**src/hdl/mtba_pkg.sv**
```systemverilog
// Shared types, codes and the bits-per-pixel table for the mipmap texel
// byte address unit. No dependencies.
package mtba_pkg;

  localparam int TEX_DIM_W  = 15;
  localparam int LEVEL_W    = 4;
  localparam int ADDR_W     = 32;
  localparam int STATUS_W   = 3;
  localparam int FMT_W      = 5;
  localparam int BPP_W      = 6;
  localparam int CFG_IDX_W  = 3;
  localparam int CFG_DATA_W = 32;
  localparam int SUM_W      = 32;
  localparam int OFF_W      = 33;
  localparam int FMT_COUNT  = 18;

  typedef enum logic [STATUS_W-1:0] {
    STS_OK         = 3'd0,
    STS_COORD      = 3'd1,
    STS_LEVEL      = 3'd2,
    STS_NON_ORIGIN = 3'd3,
    STS_FORMAT     = 3'd4,
    STS_NO_BASE    = 3'd5
  } status_t;

  typedef enum logic [CFG_IDX_W-1:0] {
    REG_BASE_ADDR  = 3'd0,
    REG_WIDTH      = 3'd1,
    REG_HEIGHT     = 3'd2,
    REG_FORMAT     = 3'd3,
    REG_COMPRESSED = 3'd4,
    REG_SWIZZLED   = 3'd5,
    REG_LAST_LEVEL = 3'd6
  } cfg_reg_t;

  typedef enum logic [2:0] {
    S_IDLE,
    S_LOOP,
    S_MULY,
    S_ADD,
    S_SCALE,
    S_EMIT
  } ctl_state_t;

  typedef struct packed {
    logic load;      // capture input word, run checks
    logic iter;      // one level of the size accumulation
    logic muly;      // level width times row
    logic add;       // texel offset
    logic scale;     // offset times bpp, to bytes
    logic out_load;  // fill the output register
  } ctl_cmd_t;

  typedef struct packed {
    logic err;
    logic loop_done;
  } ctl_sts_t;

  // Bits per pixel for each format; 0 marks an unsupported one.
  function automatic logic [BPP_W-1:0] bpp_lookup(input logic [FMT_W-1:0] fmt);
    logic [BPP_W-1:0] bpp;
    case (fmt)
      5'd0, 5'd1, 5'd2, 5'd15, 5'd16, 5'd17: bpp = 6'd8;
      5'd3, 5'd6, 5'd8, 5'd9:                bpp = 6'd16;
      5'd10, 5'd11:                          bpp = 6'd32;
      5'd14:                                 bpp = 6'd4;
      default:                               bpp = 6'd0;
    endcase
    return bpp;
  endfunction

endpackage

```
**src/hdl/mtba_ctrl.sv**
```systemverilog
// Sequencer for the mipmap texel byte address unit: walks one word through
// checks, level accumulation, scaling and output. Uses mtba_pkg.
module mtba_ctrl
  import mtba_pkg::*;
(
  input  logic     clk,
  input  logic     rst_n,
  input  logic     in_tvalid,
  output logic     in_tready,
  output logic     out_tvalid,
  input  logic     out_tready,
  input  ctl_sts_t sts,
  output ctl_cmd_t cmd
);

  ctl_state_t state_r, state_nxt;
  logic       out_valid_r, out_valid_nxt;
  logic       slot_free;

  assign slot_free = !out_valid_r || out_tready;

  always_comb begin
    state_nxt = state_r;
    unique case (state_r)
      S_IDLE:  if (in_tvalid) state_nxt = S_LOOP;
      S_LOOP: begin
        if (sts.err)            state_nxt = S_EMIT;
        else if (sts.loop_done) state_nxt = S_MULY;
      end
      S_MULY:  state_nxt = S_ADD;
      S_ADD:   state_nxt = S_SCALE;
      S_SCALE: state_nxt = S_EMIT;
      S_EMIT:  if (slot_free) state_nxt = S_IDLE;
      default: state_nxt = S_IDLE;
    endcase
  end

  always_comb begin
    cmd       = '0;
    in_tready = 1'b0;
    unique case (state_r)
      S_IDLE: begin
        in_tready = 1'b1;
        cmd.load  = in_tvalid;
      end
      S_LOOP:  cmd.iter     = !sts.err && !sts.loop_done;
      S_MULY:  cmd.muly     = 1'b1;
      S_ADD:   cmd.add      = 1'b1;
      S_SCALE: cmd.scale    = 1'b1;
      S_EMIT:  cmd.out_load = slot_free;
      default: cmd          = '0;
    endcase
  end

  always_comb begin
    out_valid_nxt = out_valid_r;
    if (cmd.out_load)    out_valid_nxt = 1'b1;
    else if (out_tready) out_valid_nxt = 1'b0;
  end

  always_ff @(posedge clk) begin
    if (!rst_n) begin
      state_r     <= S_IDLE;
      out_valid_r <= 1'b0;
    end else begin
      state_r     <= state_nxt;
      out_valid_r <= out_valid_nxt;
    end
  end

  assign out_tvalid = out_valid_r;

  a_load_only_idle: assert property (@(posedge clk) disable iff (!rst_n)
    cmd.load |-> state_r == S_IDLE)
    else $error("input word taken outside idle");

  a_no_overwrite: assert property (@(posedge clk) disable iff (!rst_n)
    cmd.out_load |-> (!out_valid_r || out_tready))
    else $error("pending result overwritten");

  a_emit_valid: assert property (@(posedge clk) disable iff (!rst_n)
    cmd.out_load |=> out_valid_r && state_r == S_IDLE)
    else $error("result not presented after output load");

endmodule

```
**src/hdl/mtba_dp.sv**
```systemverilog
// Datapath for the mipmap texel byte address unit: configuration registers,
// checks, level size accumulator, scaling and output register. Uses mtba_pkg.
module mtba_dp
  import mtba_pkg::*;
#(
  parameter int MIP_LEVELS = 16
) (
  input  logic                  clk,
  input  logic                  rst_n,
  input  logic                  cfg_wr_en,
  input  logic [CFG_IDX_W-1:0]  cfg_index,
  input  logic [CFG_DATA_W-1:0] cfg_wdata,
  input  logic [TEX_DIM_W-1:0]  texel_x,
  input  logic [TEX_DIM_W-1:0]  texel_y,
  input  logic [LEVEL_W-1:0]    mip_level,
  input  ctl_cmd_t              cmd,
  output ctl_sts_t              sts,
  output logic [ADDR_W-1:0]     byte_address,
  output logic [STATUS_W-1:0]   status
);

  localparam int LVL_W = (MIP_LEVELS > 1) ? $clog2(MIP_LEVELS) : 1;

  // configuration
  logic [ADDR_W-1:0]    base_r;
  logic [TEX_DIM_W-1:0] width0_r, height0_r;
  logic [FMT_W-1:0]     fmt_r;
  logic                 compressed_r, swizzled_r;
  logic [LEVEL_W-1:0]   last_level_r;

  always_ff @(posedge clk) begin
    if (!rst_n) begin
      base_r       <= '0;
      width0_r     <= TEX_DIM_W'(1);
      height0_r    <= TEX_DIM_W'(1);
      fmt_r        <= '0;
      compressed_r <= 1'b0;
      swizzled_r   <= 1'b0;
      last_level_r <= '0;
    end else if (cfg_wr_en) begin
      unique case (cfg_index)
        REG_BASE_ADDR:  base_r       <= cfg_wdata[ADDR_W-1:0];
        REG_WIDTH:      width0_r     <= cfg_wdata[TEX_DIM_W-1:0];
        REG_HEIGHT:     height0_r    <= cfg_wdata[TEX_DIM_W-1:0];
        REG_FORMAT:     fmt_r        <= cfg_wdata[FMT_W-1:0];
        REG_COMPRESSED: compressed_r <= cfg_wdata[0];
        REG_SWIZZLED:   swizzled_r   <= cfg_wdata[0];
        REG_LAST_LEVEL: last_level_r <= cfg_wdata[LEVEL_W-1:0];
        default: ;
      endcase
    end
  end

  // checks, in priority order
  logic             origin;
  logic [BPP_W-1:0] bpp;
  status_t          chk;

  assign origin = (texel_x == '0) && (texel_y == '0);
  assign bpp    = bpp_lookup(fmt_r);

  always_comb begin
    if (base_r == '0)
      chk = STS_NO_BASE;
    else if (texel_x >= width0_r || texel_y >= height0_r)
      chk = STS_COORD;
    else if (mip_level > last_level_r ||
             {1'b0, mip_level} >= (LEVEL_W+1)'(MIP_LEVELS))
      chk = STS_LEVEL;
    else if ((compressed_r || swizzled_r) && !origin)
      chk = STS_NON_ORIGIN;
    else if (fmt_r >= FMT_W'(FMT_COUNT) || bpp == '0)
      chk = STS_FORMAT;
    else
      chk = STS_OK;
  end

  // working registers
  status_t              status_r;
  logic [TEX_DIM_W-1:0] x_r, y_r, w_r, h_r, min_dim;
  logic [TEX_DIM_W-1:0] w_half, h_half;
  logic [LVL_W-1:0]     cnt_r;
  logic [BPP_W-1:0]     bpp_r;
  logic [SUM_W-1:0]     sum_r;
  logic [2*TEX_DIM_W-1:0] prod_r;
  logic [OFF_W-1:0]     off_r;
  logic [ADDR_W-1:0]    scaled_r;
  logic [ADDR_W-1:0]    out_addr_r;
  logic [STATUS_W-1:0]  out_status_r;

  assign min_dim = compressed_r ? TEX_DIM_W'(4) : TEX_DIM_W'(1);
  assign w_half  = w_r >> 1;
  assign h_half  = h_r >> 1;

  always_ff @(posedge clk) begin
    if (cmd.load) begin
      status_r <= chk;
      x_r      <= texel_x;
      y_r      <= texel_y;
      w_r      <= width0_r;
      h_r      <= height0_r;
      cnt_r    <= mip_level[LVL_W-1:0];
      bpp_r    <= bpp;
      sum_r    <= '0;
    end
    if (cmd.iter) begin
      sum_r <= sum_r + SUM_W'(w_r * h_r);
      w_r   <= (w_half >= min_dim) ? w_half : min_dim;
      h_r   <= (h_half >= min_dim) ? h_half : min_dim;
      cnt_r <= cnt_r - LVL_W'(1);
    end
    if (cmd.muly)
      prod_r <= w_r * y_r;
    if (cmd.add)
      off_r <= OFF_W'(sum_r) + OFF_W'(prod_r) + OFF_W'(x_r);
    if (cmd.scale)
      scaled_r <= ADDR_W'(((OFF_W+BPP_W)'(off_r) * (OFF_W+BPP_W)'(bpp_r)) >> 3);
    if (cmd.out_load) begin
      out_addr_r   <= (status_r == STS_OK) ? scaled_r + base_r : '0;
      out_status_r <= status_r;
    end
  end

  assign sts.err       = (status_r != STS_OK);
  assign sts.loop_done = (cnt_r == '0);
  assign byte_address  = out_addr_r;
  assign status        = out_status_r;

  a_err_zero: assert property (@(posedge clk) disable iff (!rst_n)
    cmd.out_load |=> (out_status_r == STS_OK || out_addr_r == '0))
    else $error("nonzero address with error status");

  a_iter_count: assert property (@(posedge clk) disable iff (!rst_n)
    cmd.iter |-> cnt_r != '0)
    else $error("level step with no levels left");

  a_load_clear: assert property (@(posedge clk) disable iff (!rst_n)
    cmd.load |=> sum_r == '0)
    else $error("accumulator not cleared on load");

endmodule

```
**src/hdl/mipmap_texel_byte_address.sv**
```systemverilog
// Mipmap texel byte address unit, top level: stream ports around the
// sequencer and datapath. Uses mtba_pkg, mtba_ctrl and mtba_dp.
// Each word goes through the level walk, row multiply, offset add and bpp
// scaling (straight to output on error); a new word is taken only once its
// result is loaded. The single multiply-accumulate steps one level per cycle.
// Reset (rst_n low, synchronous): config/state to defaults, no result pending.
module mipmap_texel_byte_address
  import mtba_pkg::*;
#(
  parameter int MIP_LEVELS = 16
) (
  input  logic                  clk,
  input  logic                  rst_n,
  input  logic                  cfg_wr_en,
  input  logic [CFG_IDX_W-1:0]  cfg_index,
  input  logic [CFG_DATA_W-1:0] cfg_wdata,
  input  logic                  in_tvalid,
  output logic                  in_tready,
  input  logic [39:0]           in_tdata,   // texel_x[14:0], texel_y[29:15],
                                            // mip_level[33:30], zero pad
  output logic                  out_tvalid,
  input  logic                  out_tready,
  output logic [39:0]           out_tdata   // byte_address[31:0], status[34:32],
                                            // zero pad
);

  ctl_cmd_t              cmd;
  ctl_sts_t              sts;
  logic [ADDR_W-1:0]     byte_address;
  logic [STATUS_W-1:0]   status;

  mtba_ctrl u_ctrl (
    .clk        (clk),
    .rst_n      (rst_n),
    .in_tvalid  (in_tvalid),
    .in_tready  (in_tready),
    .out_tvalid (out_tvalid),
    .out_tready (out_tready),
    .sts        (sts),
    .cmd        (cmd)
  );

  mtba_dp #(
    .MIP_LEVELS (MIP_LEVELS)
  ) u_dp (
    .clk          (clk),
    .rst_n        (rst_n),
    .cfg_wr_en    (cfg_wr_en),
    .cfg_index    (cfg_index),
    .cfg_wdata    (cfg_wdata),
    .texel_x      (in_tdata[14:0]),
    .texel_y      (in_tdata[29:15]),
    .mip_level    (in_tdata[33:30]),
    .cmd          (cmd),
    .sts          (sts),
    .byte_address (byte_address),
    .status       (status)
  );

  assign out_tdata = {5'd0, status, byte_address};

endmodule
```
**config.mk**
```make
export PLATFORM = sky130hd
export DESIGN_NAME = mipmap_texel_byte_address
export DESIGN_NICKNAME = d
export VERILOG_FILES = /design/src/hdl/mtba_pkg.sv /design/src/hdl/mtba_ctrl.sv /design/src/hdl/mtba_dp.sv /design/src/hdl/mipmap_texel_byte_address.sv
export SDC_FILE = /design/constraint.sdc
export NUM_CORES = 2
export LEC_CHECK = 0
export BUFFER_PORTS_ARGS = -buffer_cell sky130_fd_sc_hd__buf_2
export CAP_MARGIN = 5
export CORE_MARGIN = 3
export CORE_UTILIZATION = 23
export CTS_CLUSTER_SIZE = 30
export DETAILED_ROUTE_END_ITERATION = 7
export PLACE_DENSITY = 0.37
export SYNTH_ARGS = -nofsm -noshare
export SYNTH_HDL_FRONTEND = slang
export SYNTH_HIERARCHICAL = 1
export SYNTH_SLANG_ARGS = --single-unit
```
**constraint.sdc**
```tcl
create_clock -name clk -period 7.8 [get_ports clk]
set_clock_uncertainty 0.2 [all_clocks]
set_input_delay 1.17 -clock clk [delete_from_list [all_inputs] [get_ports clk]]
set_output_delay 1.17 -clock clk [all_outputs]
set_load 0.03 [all_outputs]
```
# Yosys cells after proc, flatten, opt, wreduce, memory -nomap -nowiden
# Memories as Yosys holds them, arrays and structs flattened. A register that Yosys moved wholly into a read port is not among the register bits.
# Cells that the tools add are included.
dict set report classes {
  order_cmp 6
  multipliers 3
  addsub 5
  n_reduce_logical 31
  n_eq_ne 14
  muxes 31
}
# op n
set ops {}
lappend ops {{15-bit 2-to-1 mux} 6}
lappend ops {{32-bit 2-to-1 mux} 2}
lappend ops {{15-bit by 15-bit multiplier with 30-bit output} 2}
lappend ops {{33-bit by 6-bit multiplier with 35-bit output} 1}
lappend ops {{32-bit by 30-bit adder with 33-bit output} 1}
lappend ops {{33-bit by 15-bit adder with 33-bit output} 1}
lappend ops {{32-bit by 30-bit adder with 32-bit output} 1}
lappend ops {{32-bit adder} 1}
lappend ops {{32-bit zero test} 1}
lappend ops {{14-bit by 15-bit greater-or-equal comparator with 1-bit output} 2}
lappend ops {{15-bit greater-or-equal comparator} 2}
lappend ops {{15-bit zero test} 2}
lappend ops {{3-bit 2-to-1 mux} 9}
lappend ops {{3-bit one-hot mux with 6 select lines} 1}
lappend ops {{3-bit equality test, second input constant} 5}
lappend ops {{2-bit AND reduction} 7}
lappend ops {{3-bit by 2-bit equality test with 1-bit output, second input constant} 4}
lappend ops {{5-bit 2-to-1 mux} 2}
lappend ops {{3-bit zero test} 3}
lappend ops {{1-bit 2-to-1 mux} 9}
lappend ops {{4-bit 2-to-1 mux} 2}
lappend ops {{3-bit by 1-bit equality test with 1-bit output, second input constant} 2}
lappend ops {{6-bit zero test} 1}
lappend ops {{5-bit greater-or-equal comparator, second input constant} 1}
lappend ops {{other kinds (13)} 22}
dict set report word_totals {
  in_bits 80
  output_inout_bits 42
  word_cells 114
  mem_count 1
  rom_bits 128
  ff_bits 312
}
# name words width rd rd_clocked_by_memory_dff wr line_no
set mem_list {}
lappend mem_list {{(name not given)} 32 4 1 1 0 mtba_pkg.sv:62} ;# case (fmt)

# Logic depth before layout (Yosys ltp)
dict set report logic_depth {
  word_depth 7
  ltp_mapped 24
  mapped_depth_nobuf 23
}

# Cells and area by module
# Netlist, hierarchy kept.
# module area_each_um2 instances seq_area_each_um2 cells_each
set modules_own_cells {}
lappend modules_own_cells {mtba_dp 35116.2 1 8538.2 3676}
lappend modules_own_cells {mtba_ctrl 289.0 1 80.1 35}
lappend modules_own_cells {mipmap_texel_byte_address 41.3 1 0.0 6}

# Worst setup path after synthesis
# No wires, ideal clock.
dict set report synth_timing {
  path_type {reg2reg}
  startpoint {register u_dp.w_r[10]}
  endpoint {register u_dp.prod_r[28] (data pin)}
  period_less_slack_ps 6440
  t_arrival_ps 5978
  t_required_ps 7337
  n_path_buf 1
  path_slack_ps 1360
  setup_ps 263
  stages_incl_launch_ff 23
  cell_sequence {edfxtp_1 clkbuf_1 and2_1 fa_1 inv_1 fa_1 inv_1 fa_1 inv_1 fa_1 inv_1 fa_1 fa_1 ha_1 a21o_1 a21oi_1 nand2_1 nor3b_1 nor3_1 o2111ai_1 or3b_1 a311oi_1 xnor2_1}
}
dict set report synth_between {
  elab_chain_len 1
}
# item line_no
set synth_lines {}
lappend synth_lines {{from (decl)} mtba_dp.sv:80} ;# logic [TEX_DIM_W-1:0] x_r, y_r, w_r, h_r, min_dim;
lappend synth_lines {{from (signal assigned)} mtba_dp.sv:100} ;# w_r <= width0_r;
lappend synth_lines {{from (signal assigned)} mtba_dp.sv:108} ;# w_r <= (w_half >= min_dim) ? w_half : min_dim;
lappend synth_lines {{15-bit by 15-bit multiplier with 30-bit output} mtba_dp.sv:113} ;# prod_r <= w_r * y_r;
lappend synth_lines {{to (signal assigned)} mtba_dp.sv:113}
lappend synth_lines {{to (decl)} mtba_dp.sv:85} ;# logic [2*TEX_DIM_W-1:0] prod_r;
# No other way between the ends.
# A chain may end at the register's enable or synchronous reset.

# Worst setup path in the final report
dict set report layout_timing {
  startpoint {register u_dp.w_r[8]}
  endpoint {register u_dp.sum_r[30] (data pin)}
}
dict set report layout_between {
  elab_chain_len 3
}
# item line_no
set layout_lines {}
lappend layout_lines {{15-bit by 15-bit multiplier with 30-bit output} mtba_dp.sv:107} ;# sum_r <= sum_r + SUM_W'(w_r * h_r);
lappend layout_lines {{32-bit by 30-bit adder with 32-bit output} mtba_dp.sv:107}
lappend layout_lines {{32-bit 2-to-1 mux} mtba_dp.sv:106} ;# if (cmd.iter) begin
lappend layout_lines {{to (signal assigned)} mtba_dp.sv:107}
lappend layout_lines {{to (decl)} mtba_dp.sv:84} ;# logic [SUM_W-1:0] sum_r;
# No other way between the ends.

==> results summary <==
The flow ran to the end, and the final reports show no timing, DRC or antenna violations. STA puts the critical path data required time at 7.94 ns. The filler cells instantiated in the layout total 16400. The initial antenna violation count is 11. The fraction of the yosys area taken by sequential cells is 24.3%. The remaining global-route overflow came out at 0. The cell sitting at the root of the clock tree is a sky130_fd_sc_hd__clkbuf_16. In this run, the number of DRC markers left after iteration 0 of detailed routing was 1046. The proportion of total power due to net switching is 47.4%. The setup path with the least slack is of type flip-flop to flip-flop.

The capture point of the worst reg-to-reg path is u_dp/sum_r[30]$_SDFFCE_PN0P_. The total negative slack for setup checks came out at 0 ns. The via count of the first global-routing pass came out at 26900. The detail-routed via count per cell came out at 4.28. Counting every sink on the clock net gives 314. Setup violations remaining at the end of the flow were counted as 0.

The part of the power in the clock network came out at 14.1%. The global-route wire length before repair is 164000 um. The DRC violation count after routing came out at 0. The number of nets at the end of the flow came out at 4668. The tightest min-delay check is of the flip-flop to flip-flop type. The buffers inserted during post-CTS setup optimization came out at 0.

The number of synthesis warnings is 6. In this run the core area contains 143 standard-cell rows. The initial core utilization came out at 23.3%. Setup repair after global routing left no endpoint under its margin. The number of synthesized flops with an enable pin came out at 233. Summed over its instances, the top area cell type makes up 24.8% of the synthesized netlist area. The synthesized area per cell came out at 9.54 um^2.

Pin placement for this block handled 122 I/O pins. Leaving out fill and tap cells, the most frequent cells in the layout are sky130_fd_sc_hd__inv_1, sky130_fd_sc_hd__nand2_1, sky130_fd_sc_hd__fa_1. The maximum net fanout on the critical path is 18. The startpoint identified for the worst hold timing path is u_dp/bpp[3]$_DFF_P_. The clock passes through at most 3 buffers. The headroom to the max-slew limit is 22.4%. In this run the remaining antenna-violating nets after routing total 0. The power density over the cells is 386 nW/um^2. The share of async-settable or async-resettable flops after synthesis came out at 0%. The placeable core region is 152000 um^2. The clock-pin slew reported for the worst setup and hold paths after clock tree synthesis is 0.06 ns. The maximum clock frequency came out at 137 MHz. The height of the chip came out at 399 um. The number of instances on the worst hold path came out at 0. The total half-perimeter wirelength after legalization and detailed placement is 86600 um.

The post-route standard cell area excluding fillers is 40000 um^2. The wire length per cell after detailed routing came out at 18.2 um. Combinational logic burns 71.1% of the power.

The total iterations of the first detailed-routing run came out at 5. The leakage power summed over all cells is 0.0182 uW. The most used flip-flop cell after synthesis is sky130_fd_sc_hd__edfxtp_1.

The die covers 159000 um^2. The total detailed-routing wirelength is 106000 um. The startpoint of the most critical register-to-register path is u_dp/w_r[8]$_DFFE_PP_. The type of element capturing the critical path is a flip-flop. The reg-to-reg setup timing slack is 0.51 ns. Subtracting the final worst setup slack from the clock period gives 7.29 ns. The total of buffers placed on input and output ports came out at 110. The synthesis-stage register bit count is 314. The last weighted congestion value of the routability-driven placer is 0.788. The path with the worst hold slack has its endpoint at u_dp/bpp_r[3]$_DFFE_PP_. In this run, flip-flops and latches consume 14.9% of the power. The count of hold buffers inserted by post-cts repair came out at 0. The final hold violation count is 0. The netlist area before placement is 35400 um^2.

At the pin with the least slew margin, the transition time is 1.16 ns. sky130_fd_sc_hd__fa_1 takes more of the synthesized area than any other cell. The final clock period utilization by the worst path is 93.5%.

The final max-slew violation count came out at 0. The synthesized netlist cell count is 3717. The worst-skew pair later-pin latency is 0.64 ns. The largest net degree at the start of global routing came out at 79.

The data arrival time of the critical path is 7.44 ns. STA classifies the critical path startpoint as a flip-flop. TritonCTS built the clock tree. Across the VDD grid, the largest voltage drop is 0.000251 V. The H-tree generated during clock tree synthesis spans 2 levels. Internal power comes to 8120 uW. Leaving out fill and tap cells, the most frequent cell in the layout is sky130_fd_sc_hd__inv_1.

The worst register-to-register path has a depth of 22. Cells with a size suffix above 1 make up 6.90% of the layout. The die width came out at 399 um. The analysis attributes to net switching a power of 7320 uW. The post-cts resize count is 0. In this run the cell area measured after placement is 38400 um^2. The total routing usage reported by global routing is 13.5%. The routed layout has 25000 vias. The layout overhead on the synthesized area is 12.8%. By area the synthesized netlist is led by sky130_fd_sc_hd__fa_1, sky130_fd_sc_hd__edfxtp_1, sky130_fd_sc_hd__ha_1, sky130_fd_sc_hd__inv_1, sky130_fd_sc_hd__nand2_1. The count of different cell masters after synthesis came out at 79. The CTS buffer count came out at 45.

The total of max-cap violations came out at 0.
## kinds of logic after synthesis
logic type,share of synthesized area [%]
other cells,0.0106
simple gates,15.8
compound gates,10.3
fa+ha+maj,37.9
xor+xnor,3.29
flops,24.3
buf+inv,7.80
mux,0.512
## through the flow
stage / power [uW] / std cells / worst slack, ns / utilization [%] / hold slack [ns]
floorplan: 10700 / 3721 / 1.36 / - / 0.209
global placement: 13500 / 5760 / 0.465 / 25.2 / 0.218
detailed placement: 13500 / 5760 / 0.406 / 25.2 / 0.217
CTS: 15800 / 5844 / 0.412 / 26.2 / 0.230
global route: 17200 / 5844 / 0.151 / 26.2 / 0.252
finish: 15400 / 5845 / 0.506 / 26.2 / 0.227
## Yosys cell counts (all sizes together) (18+ instances only)
library cell / count
inv: 573
nand2: 526
fa: 439
ha: 372
and2: 298
edfxtp: 233
clkbuf: 143
a21oi: 139
nor2: 131
o21ai: 101
a21o: 92
xnor2: 82
dfxtp: 81
a21boi: 66
xor2: 51
nor2b: 38
nand3: 30
nor3: 29
nand2b: 28
nor4: 27
nand4: 21
o21bai: 21
a31oi: 20
a211oi: 18
## per-layer routing
layer	global-route usage [%]	up-vias	share of wire, %
li1	-	12200	-
met1	18.6	12400	48
met2	22.2	351	46
met3	1.82	107	3.7
met4	3.16	4	2.1
met5	0	-	0.026
## sequential cells by signal (all words and copies together) (netlist names), 30 cells and up
signal,flops
u_dp/base_r,32
u_dp/byte_address,32
u_dp/scaled_r,32
u_dp/off_r,33
u_dp/sum_r,32
u_dp/prod_r,30
## worst max path at each step
stage | startpoint | to | slack, ns | depth (start not counted)
after CTS | u_dp/w_r[8]$_DFFE_PP_ | u_dp/sum_r[30]$_SDFFCE_PN0P_ | 0.41 | 22
after global placement | u_dp/w_r[8]$_DFFE_PP_ | u_dp/sum_r[30]$_SDFFCE_PN0P_ | 0.47 | 22
after global routing | u_dp/w_r[8]$_DFFE_PP_ | u_dp/sum_r[30]$_SDFFCE_PN0P_ | 0.15 | 22
final | u_dp/w_r[8]$_DFFE_PP_ | u_dp/sum_r[30]$_SDFFCE_PN0P_ | 0.51 | 22
after floorplan | u_dp/w_r[10]$_DFFE_PP_ | u_dp/prod_r[28]$_DFFE_PP_ | 1.36 | 22
after detailed placement | u_dp/w_r[8]$_DFFE_PP_ | u_dp/sum_r[30]$_SDFFCE_PN0P_ | 0.41 | 22
## critical path, stage by stage (launching register included)
cell                        delay (ns)
sky130_fd_sc_hd__edfxtp_1         0.78
sky130_fd_sc_hd__buf_4            0.42
sky130_fd_sc_hd__nand2_1          0.11
sky130_fd_sc_hd__fa_1             0.48
sky130_fd_sc_hd__fa_1             0.55
sky130_fd_sc_hd__inv_1            0.05
sky130_fd_sc_hd__fa_1             0.50
sky130_fd_sc_hd__inv_1            0.05
sky130_fd_sc_hd__fa_1             0.53
sky130_fd_sc_hd__inv_1            0.05
sky130_fd_sc_hd__fa_1             0.45
sky130_fd_sc_hd__fa_1             0.40
sky130_fd_sc_hd__ha_1             0.38
sky130_fd_sc_hd__a21oi_1          0.19
sky130_fd_sc_hd__o21ai_0          0.18
sky130_fd_sc_hd__a31oi_1          0.20
sky130_fd_sc_hd__o31a_1           0.30
sky130_fd_sc_hd__o21ai_1          0.15
sky130_fd_sc_hd__a2111oi_0        0.53
sky130_fd_sc_hd__buf_4            0.21
sky130_fd_sc_hd__o31ai_1          0.09
sky130_fd_sc_hd__xnor2_1          0.16
sky130_fd_sc_hd__nor2_1           0.05
## power groups by stage
| stage | Sequential [uW] | Combinational, uW | Clock [uW] |
|---|---|---|---|
| 3_5_place_dp | 2330 | 11100 | 0 |
| 6_report | 2300 | 11000 | 2170 |
| 4_1_cts | 2300 | 11200 | 2260 |
| 3_3_place_gp | 2330 | 11200 | 0 |
| 5_1_grt | 2310 | 12600 | 2320 |
| 2_1_floorplan | 2260 | 8420 | 0 |
## final cells by class
type,count,area (um^2),area share (%)
antenna,1,2.50,0.00626
clock buffer,62,1330,3.31
clock inverter,22,249,0.623
inverter,574,2150,5.39
multi-input combinational,2679,24100,60.3
sequential,314,8620,21.6
tap,2030,2540,6.35
timing repair buffer,163,973,2.44
Note: power is estimated with default switching activity, not from simulation.
